## src/rtl/core/rpn_stack_calculator_core_macros.svh

```systemverilog
// Assertion helpers shared by the calculator RTL.
`ifndef RPN_STACK_CALCULATOR_CORE_MACROS_SVH
`define RPN_STACK_CALCULATOR_CORE_MACROS_SVH

// Clocked check that is switched off while reset is asserted.
`define RPN_ASSERT(lbl, prop, msg) \
  lbl: assert property (@(posedge clk_i) disable iff (!rst_ni) prop) else $error(msg);

// Clocked check that also holds while reset is asserted.
`define RPN_ASSERT_ALWAYS(lbl, prop, msg) \
  lbl: assert property (@(posedge clk_i) prop) else $error(msg);

`endif

```

## src/rtl/core/rpn_pkg.sv

```systemverilog
package rpn_pkg;

  localparam int unsigned STACK_DEPTH = 128;
  localparam int unsigned ADDR_W      = $clog2(STACK_DEPTH);
  localparam int unsigned DEPTH_W     = $clog2(STACK_DEPTH + 1);

  localparam int unsigned VAL_W  = 32;
  localparam int unsigned MODE_W = 3;
  localparam int unsigned STAT_W = 3;

  // Quotient bits produced by the divider when the result does not overflow.
  localparam int unsigned DIV_STEPS = 31;
  localparam int unsigned DIV_CNT_W = $clog2(DIV_STEPS);

  localparam logic [VAL_W-1:0] Q_MAX = {1'b0, {(VAL_W-1){1'b1}}};
  localparam logic [VAL_W-1:0] Q_MIN = {1'b1, {(VAL_W-1){1'b0}}};

  localparam logic [MODE_W-1:0] MODE_PUSH  = 3'd0;
  localparam logic [MODE_W-1:0] MODE_ADD   = 3'd1;
  localparam logic [MODE_W-1:0] MODE_SUB   = 3'd2;
  localparam logic [MODE_W-1:0] MODE_MUL   = 3'd3;
  localparam logic [MODE_W-1:0] MODE_DIV   = 3'd4;
  localparam logic [MODE_W-1:0] MODE_PRINT = 3'd5;

  localparam logic [STAT_W-1:0] STATUS_OK       = 3'd0;
  localparam logic [STAT_W-1:0] STATUS_FULL     = 3'd1;
  localparam logic [STAT_W-1:0] STATUS_EMPTY    = 3'd2;
  localparam logic [STAT_W-1:0] STATUS_ZERO_DIV = 3'd3;
  localparam logic [STAT_W-1:0] STATUS_INVALID  = 3'd4;

  typedef struct packed {
    logic [MODE_W-1:0]       mode;
    logic signed [VAL_W-1:0] operand;
  } in_t;

  typedef struct packed {
    logic signed [VAL_W-1:0] value;
    logic [STAT_W-1:0]       status;
  } out_t;

  typedef struct packed {
    logic             done;
    logic [VAL_W-1:0] quot;
  } div_rsp_t;

  typedef enum logic [3:0] {
    S_IDLE,
    S_PUSH,
    S_RD_B,
    S_GET_B,
    S_RD_A,
    S_GET_A,
    S_EXEC,
    S_MUL_SAT,
    S_DIV_GO,
    S_DIV_WAIT,
    S_WR,
    S_OUT
  } state_e;

endpackage

```

## src/rtl/core/rpn_div.sv

```systemverilog
// Signed Q16.16 divider: (a * 65536) / b truncated toward zero and saturated.
// Overflow is detected up front, so only 31 restoring steps are ever needed.
module rpn_div
  import rpn_pkg::*;
(
  input  logic             clk_i,
  input  logic             rst_ni,
  input  logic             start_i,
  input  logic [VAL_W-1:0] dividend_i,
  input  logic [VAL_W-1:0] divisor_i,
  output div_rsp_t         rsp_o
);

  logic                 busy_q, fin_q, done_q;
  logic [DIV_CNT_W-1:0] cnt_q;
  logic [VAL_W-1:0]     rem_q, den_q, quot_q;
  logic [DIV_STEPS-1:0] num_q, quo_q;
  logic                 neg_q, ovf_q;

  logic [VAL_W-1:0]       mag_a, mag_b;
  logic [VAL_W+15:0]      num_full;
  logic [VAL_W-1:0]       num_hi;
  logic                   ovf_start;
  logic [VAL_W:0]         trial, diff;
  logic                   ge;
  logic [VAL_W-1:0]       quo_ext;

  always_comb begin
    mag_a     = dividend_i[VAL_W-1] ? (~dividend_i + 1'b1) : dividend_i;
    mag_b     = divisor_i[VAL_W-1] ? (~divisor_i + 1'b1) : divisor_i;
    num_full  = {mag_a, 16'b0};
    // The quotient reaches 2^31 exactly when the dividend bits above bit 30
    // are already no smaller than the divisor.
    num_hi    = VAL_W'(num_full[VAL_W+15:DIV_STEPS]);
    ovf_start = num_hi >= mag_b;
    trial     = {rem_q, num_q[DIV_STEPS-1]};
    diff      = trial - {1'b0, den_q};
    ge        = trial >= {1'b0, den_q};
    quo_ext   = {1'b0, quo_q};
  end

  always_ff @(posedge clk_i or negedge rst_ni) begin
    if (!rst_ni) begin
      busy_q <= 1'b0;
      fin_q  <= 1'b0;
      done_q <= 1'b0;
      cnt_q  <= '0;
    end else begin
      done_q <= fin_q;
      if (start_i) begin
        busy_q <= !ovf_start;
        fin_q  <= ovf_start;
        cnt_q  <= DIV_CNT_W'(DIV_STEPS - 1);
      end else if (busy_q) begin
        if (cnt_q == '0) begin
          busy_q <= 1'b0;
          fin_q  <= 1'b1;
        end else begin
          cnt_q <= cnt_q - 1'b1;
        end
      end else begin
        fin_q <= 1'b0;
      end
    end
  end

  always_ff @(posedge clk_i) begin
    if (start_i) begin
      neg_q <= dividend_i[VAL_W-1] ^ divisor_i[VAL_W-1];
      ovf_q <= ovf_start;
      den_q <= mag_b;
      rem_q <= num_hi;
      num_q <= num_full[DIV_STEPS-1:0];
    end else if (busy_q) begin
      rem_q <= ge ? diff[VAL_W-1:0] : trial[VAL_W-1:0];
      num_q <= {num_q[DIV_STEPS-2:0], 1'b0};
      quo_q <= {quo_q[DIV_STEPS-2:0], ge};
    end
    if (fin_q) begin
      if (ovf_q) begin
        quot_q <= neg_q ? Q_MIN : Q_MAX;
      end else begin
        quot_q <= neg_q ? (~quo_ext + 1'b1) : quo_ext;
      end
    end
  end

  assign rsp_o.done = done_q;
  assign rsp_o.quot = quot_q;

endmodule

```

## config.mk

```make
export PLATFORM = sky130hd
export DESIGN_NAME = rpn_div
export DESIGN_NICKNAME = d
export VERILOG_FILES = /design/src/rtl/core/rpn_stack_calculator_core_macros.svh /design/src/rtl/core/rpn_pkg.sv /design/src/rtl/core/rpn_div.sv
export SDC_FILE = /design/constraint.sdc
export NUM_CORES = 1
export LEC_CHECK = 0
export BUFFER_PORTS_ARGS = -buffer_cell sky130_fd_sc_hd__buf_2
export CAP_MARGIN = 25
export CORE_MARGIN = 3
export CORE_UTILIZATION = 59
export CTS_CLUSTER_DIAMETER = 50
export DETAILED_ROUTE_END_ITERATION = 6
export GPL_ROUTABILITY_DRIVEN = 0
export GPL_TIMING_DRIVEN = 1
export MAX_ROUTING_LAYER = met4
export PLACE_DENSITY = 0.87
export SLEW_MARGIN = 20
export SYNTH_ARGS = -nofsm -noshare
export SYNTH_HDL_FRONTEND = slang
export SYNTH_SLANG_ARGS = --single-unit
export TNS_END_PERCENT = 30
```

## constraint.sdc

```tcl
create_clock -name clk_i -period 4.55 [get_ports clk_i]
set_input_delay 0.2275 -clock clk_i [delete_from_list [all_inputs] [get_ports clk_i]]
set_output_delay 0.2275 -clock clk_i [all_outputs]
set_load 0.03 [all_outputs]
```

* After elaboration in Yosys (flattened, before gate mapping)
Index checks and enable logic that the tools add are counted.
** Word-level totals
- Register bits after elaboration :: 152
- Input port bits :: 67
- Output and inout port bits :: 33
- Word-level logic and storage cells :: 50
** Cells by class
- $add $sub $neg :: 5
- Magnitude comparators :: 2
- Eq/ne operators :: 2
- Muxes and demuxes :: 19
- Bitwise gates (word level) :: 5
- Reduce and logical (&&, ||, !) cells :: 5
** Operators by type and width (count)
- $mux 32 :: 6
- $add 32x1->32 const B :: 3
- $not 32->32 :: 2
- $mux 31 :: 2
- $mux 17 :: 2
- $ge 33x32->1 :: 1
- $ge 17x32->1 :: 1
- $not 31->32 :: 1
- $sub 32x32->32 :: 1
- $mux 5 :: 3
- $mux 1 :: 6
- $logic_not 5->1 :: 1
- $sub 5x1->5 const B :: 1
- $reduce_and 2->1 :: 2
- $ne 3x2->1 const B :: 1
- $ne 2x2->1 const B :: 1
- $reduce_bool 2->1 :: 1
- $logic_not 1->1 :: 1
- $not 1->1 :: 1
- $xor 1x1->1 :: 1

* Longest topological paths before layout
- Depth in word-level cells :: 6
- Depth in mapped cells :: 19
- Mapped depth without buffers :: 19

* Least setup slack after synthesis
No wires, ideal clock.
- Path kind :: input-to-reg
- From :: input dividend_i[4]
- To :: register busy_q
- Setup time :: 137 ps
- Arrival time :: 4777 ps
- Required time :: 4413 ps
- Slack :: -364 ps
- Stages on the path :: 17
- Path buffers :: 0
- Cells stage by stage :: or3_4 > or3_4 > or4_4 > or4_4 > or3_4 > nand2b_4 > o41ai_4 > xnor2_1 > ha_1 > nand4_1 > nor4_1 > o31ai_1 > o211ai_1 > or4b_2 > nor4_2 > nand2_1 > a21boi_1
** Between the ends
- Longest elaborated chain between the ends :: 6
** RTL lines
- from (decl) :: line rpn_div.sv:9 : input logic [VAL_W-1:0] dividend_i,
- $not 32->32 :: line rpn_div.sv:29 : mag_a = dividend_i[VAL_W-1] ? (~dividend_i + 1'b1) : dividend_i;
- $add 32x1->32 :: line rpn_div.sv:29
- $mux 32 :: line rpn_div.sv:29
- $ge 17x32->1 :: line rpn_div.sv:35 : ovf_start = num_hi >= mag_b;
- via ovf_start :: line rpn_div.sv:23 : logic ovf_start;
- $logic_not 1->1 :: line rpn_div.sv:51 : busy_q <= !ovf_start;
- $mux 1 :: line rpn_div.sv:50 : if (start_i) begin
- to (signal assigned) :: line rpn_div.sv:51
- to (decl) :: line rpn_div.sv:14 : logic busy_q, fin_q, done_q;
The timed path passes the listed nets, and every way through them passes these cells.
A chain may end at the register's enable or synchronous reset.

* Final worst setup path
Ends and elaborated chain as after synthesis.

==> key figures <==
Status
  – Status: complete, but fails checks
  – Failing checks: setup timing

Power and ir drop
  – Internal: 0.003242 W
  – Sw Pwr: roughly 0.0018 W
  – Comb power frac: roughly 36%
  – PD cells: ~430 nW/um2
  – Sequential share of power: 36.5%
  – Maximum VDD drop: approximately 0.00030 V
  – Clock share of power: around 28%
  – Sw frac: approximately 36%
  – P_leak: 4.812 nW

Timing
  – Fin. max-slew vios: 0
  – Final Hold Viols: 0
  – Hold Slack: about 0.036 ns
  – Setup Skew: roughly 0.012 ns
  – Tcrit/Tclk final: 101.0%
  – Setup violation total in the final timing report: 2
  – Worst Tran Pin Value: 0.8334 ns
  – Slew margin rel.: 43.85%
  – RSZ-0062 raised after global routing: true
  – Fin crit period: approximately 4.6 ns
  – Achievable frequency: between 200 and 250 MHz
  – Final WS setup: -0.04528 ns

Setup path
  – RR Startpoint: rem_q[3]
  – Reg2reg end: rem_q[3]
  – Crit-path max cell delay: around 0.5 ns
  – Critical Path RT: a little under 5 ns
  – Kind of end point of the critical path: flop
  – Buffers and inverters on the worst path: 1
  – CP Launch Type: input port
  – Flop2flop setup slack: about 1.0 ns
  – Cell with the largest stage delay on the worst path: or4b_4
  – CP Data Arrival Time: about 4.9 ns
  – Critical path class: in -> reg
  – Cell mode on critical path: or3_4
  – Crit Path Max Fanout: 3
  – Crit-path cells: buf_6, or3_4, or3_4, or4_4, or4_4, or3_4, nand2b_4, o41ai_4, xnor2_1, ha_1, nand4_1, nor4_2, o31ai_1, o211ai_1, or4b_4, nor4_4, nand2_1, a21boi_1
  – Reg2Reg Depth: 11
  – CP delay by family, top: simple AND/OR/NAND/NOR gates

Yosys
  – Synth unique cells: 69
  – Synthesis Warnings: 0
  – Mapped Avg Cell Area: 9.603 um2
  – Seq cells post-synth: around 150
  – Post-synth EDFFs: around 130
  – Syn_nets: ~1200
  – Cells after Synth: 1046
  – Main synth FF type: edfxtp_1
  – Synth Cell Area: approximately 10000 um2
  – Seq/Total Area, Yosys: between 40% and 50%
  – Post-synth ARST share: under 10%

Die
  – Die Y: about 140 um
  – Die W: 136.5 um
  – Initial core utilization: a little over 60%
  – Core Region: 16640 um2
  – Top-Level Pins: 100
  – Die Area: about 19000 um2
  – # rows: 47

Job
  – MaxCap Viol Count: 0

Min path
  – Worst Min Path Start: divisor_i[0]
  – Hold WC Path Type: in -> reg
  – WHS Path Cells: 1
  – Hold EP: den_q[0]

Place
  – PortBufs: slightly below 100
  – Post-DP HPWL: about 16000 um
  – Post-Place Cell Area: around 11000 um2
  – Post-Place Setup Slack: -0.4906 ns

Route
  – Via density: 5.962
  – Via count: about 8300
  – Total wire length: 22610 um
  – Antenna Nets Post-Route: 0
  – WL/cell: around 16 um
  – DR pass1 iterations: 5
  – Starting DRT DRC Count: about 750
  – Remaining DRCs: 0

Layout
  – Post-route cell area: approximately 12000 um2
  – Core Util, Final: about 70%
  – Multi-input gate area in the final layout: 5300 um2
  – Filler cell count: roughly 1200
  – Most frequent cells in the layout: 129 x edfxtp_1, 98 x nor2_1, 98 x buf_2
  – Share of layout cells above drive strength 1: 16.95%
  – Final #Nets: 1289
  – Storage element area: 4374 um2
  – Commonest non-fill, non-tap cell in the layout: edfxtp_1
  – Diodes inserted: 0
  – Area grow syn2layout: 15.86%

Clocking
  – CTS tree: built
  – Skew-Pair Late Insertion Delay: roughly 0.43 ns
  – Root Buffer: clkbuf_16
  – Post-CTS Setup Inserts: 0
  – H-tree Lvls: 4
  – Clk slew on worst S/H paths: about 0.07 ns
  – CTS max path bufs: 2
  – CTS sink count: 152
  – CTS Buf Count: 17

GRT
  – Largest net degree at the start of global routing: 53
  – Vias in the first global route: slightly below 8000
  – Initial antenna violation count: 0
  – First-pass GRT wire length: between 30000 and 40000 um
  – Residual overflow from global routing: 0
  – GRT Util Overall: between 20 and 30%
[synthesized netlist by cell type, types with 3 or more instances]
cell type,number,share of area [%]
clkbuf_1,39,1.5
inv_1,69,2.6
a21oi_1,82,4.1
edfxtp_1,129,39
o21ai_0,62,3.1
nand4_1,9,0.56
o22ai_1,7,0.44
mux2_2,6,0.67
nor2b_1,19,1.2
nand2b_1,20,1.2
xor2_1,55,4.8
or3_1,13,0.81
o21a_1,12,0.90
or4_1,16,1.2
o211a_1,3,0.30
o211ai_1,10,0.75
nor4_1,10,0.62
o31ai_1,24,1.8
o41ai_1,8,0.70
nand2_1,76,2.8
or3_4,3,0.34
mux2i_1,9,0.90
a22oi_1,7,0.52
xnor2_1,47,4.1
a21o_1,17,1.3
dfxtp_1,15,3.0
nor3b_1,3,0.22
ha_1,54,6.7
and2_1,4,0.25
nor3_1,19,0.95
nor2_1,98,3.7
or4_4,3,0.34
nand3_1,9,0.45
a211oi_1,10,0.75
o31a_1,6,0.52
a31oi_1,8,0.50
a22o_1,3,0.26
a311oi_1,4,0.35
buf_1,3,0.11
dfrtp_1,8,2.0
and3_1,11,0.69
[state kept, by name (all words and copies together), names as in the netlist]
signal and cells:
done_q 1, quo_q 31, den_q 32, ovf_q 1, neg_q 1, busy_q 1
quot_q 32, cnt_q 5, rem_q 32, num_q 15, fin_q 1
[worst register-to-register path: cells and delay by family (launching register included)]
kind                       cells  cell delay (ns)
AOI/OAI and AO/OA              7             1.60
DFF                            1             0.40
muxes                          1             0.30
buffers and inverters          2             0.57
adders and majority gates      1             0.39
[power groups by stage]
stage                     combinational (W)  clock, W  sequential (W)
after floorplan                     0.00132         0         0.00182
after global placement              0.00166         0         0.00185
after detailed placement            0.00174         0         0.00186
after CTS                           0.00177   0.00141         0.00184
after global routing                0.00201   0.00148         0.00186
final                               0.00181   0.00139         0.00184
[metal layers]
metal / global-route usage, % / part of all wire (%) / up-vias
met5: - / 0 / -
met4: 8.735 / 2.5 / 0
met3: 4.478 / 6.6 / 52
met2: 40.50 / 47 / 357
met1: 34.06 / 44 / 3853
li1: - / - / 4085
[how the worst max path moves through the flow]
stage / start / to / slack [ns] / cells after the start
floorplan: dividend_i[4] / busy_q / -0.005 / 17
global placement: dividend_i[4] / busy_q / -0.37 / 18
detailed placement: dividend_i[4] / busy_q / -0.49 / 18
CTS: dividend_i[4] / busy_q / -0.03 / 18
global route: dividend_i[4] / busy_q / -0.28 / 18
finish: dividend_i[4] / busy_q / -0.05 / 18
[cells by family (layout without fill, tap and decap cells)]
| family | Yosys count | after routing | share of synthesized area (%) |
|---|---|---|---|
| AO/OA/AOI/OAI | 282 | 282 | 18.11 |
| XOR/XNOR | 102 | 102 | 8.894 |
| adder cells (fa/ha/maj) | 55 | 55 | 6.926 |
| buffers and inverters | 112 | 246 | 4.223 |
| flip-flops | 152 | 152 | 43.55 |
| multiplexers | 15 | 15 | 1.569 |
| AND/OR/NAND/NOR | 328 | 328 | 16.73 |
[area by class of cell]
type / count / area share, %
clock inverters: 15 / 1.322
inverters: 69 / 2.226
multi-input cells: 782 / 45.54
well taps: 220 / 2.365
clock buffers: 17 / 3.656
repair buffers: 145 / 7.300
flip-flops and latches: 152 / 37.59
[metrics by stage]
stage | TNS [ns] | std cells | total power, W
floorplan | -0.004775 | 1046 | 0.003143
global placement | -0.8790 | 1367 | 0.003516
detailed placement | -1.217 | 1367 | 0.003598
CTS | -0.04025 | 1400 | 0.005020
global route | -0.5468 | 1400 | 0.005347
finish | -0.06217 | 1400 | 0.005037
[timing repair]
item                                   in CTS  in global routing
hold buffers                                1                  0
endpoints found under the hold margin       8                  0
setup endpoints to repair                   2                  3
resized for setup                           2                  4
pin swaps                                   0                  0
Note: power is estimated with default switching activity, not from simulation.
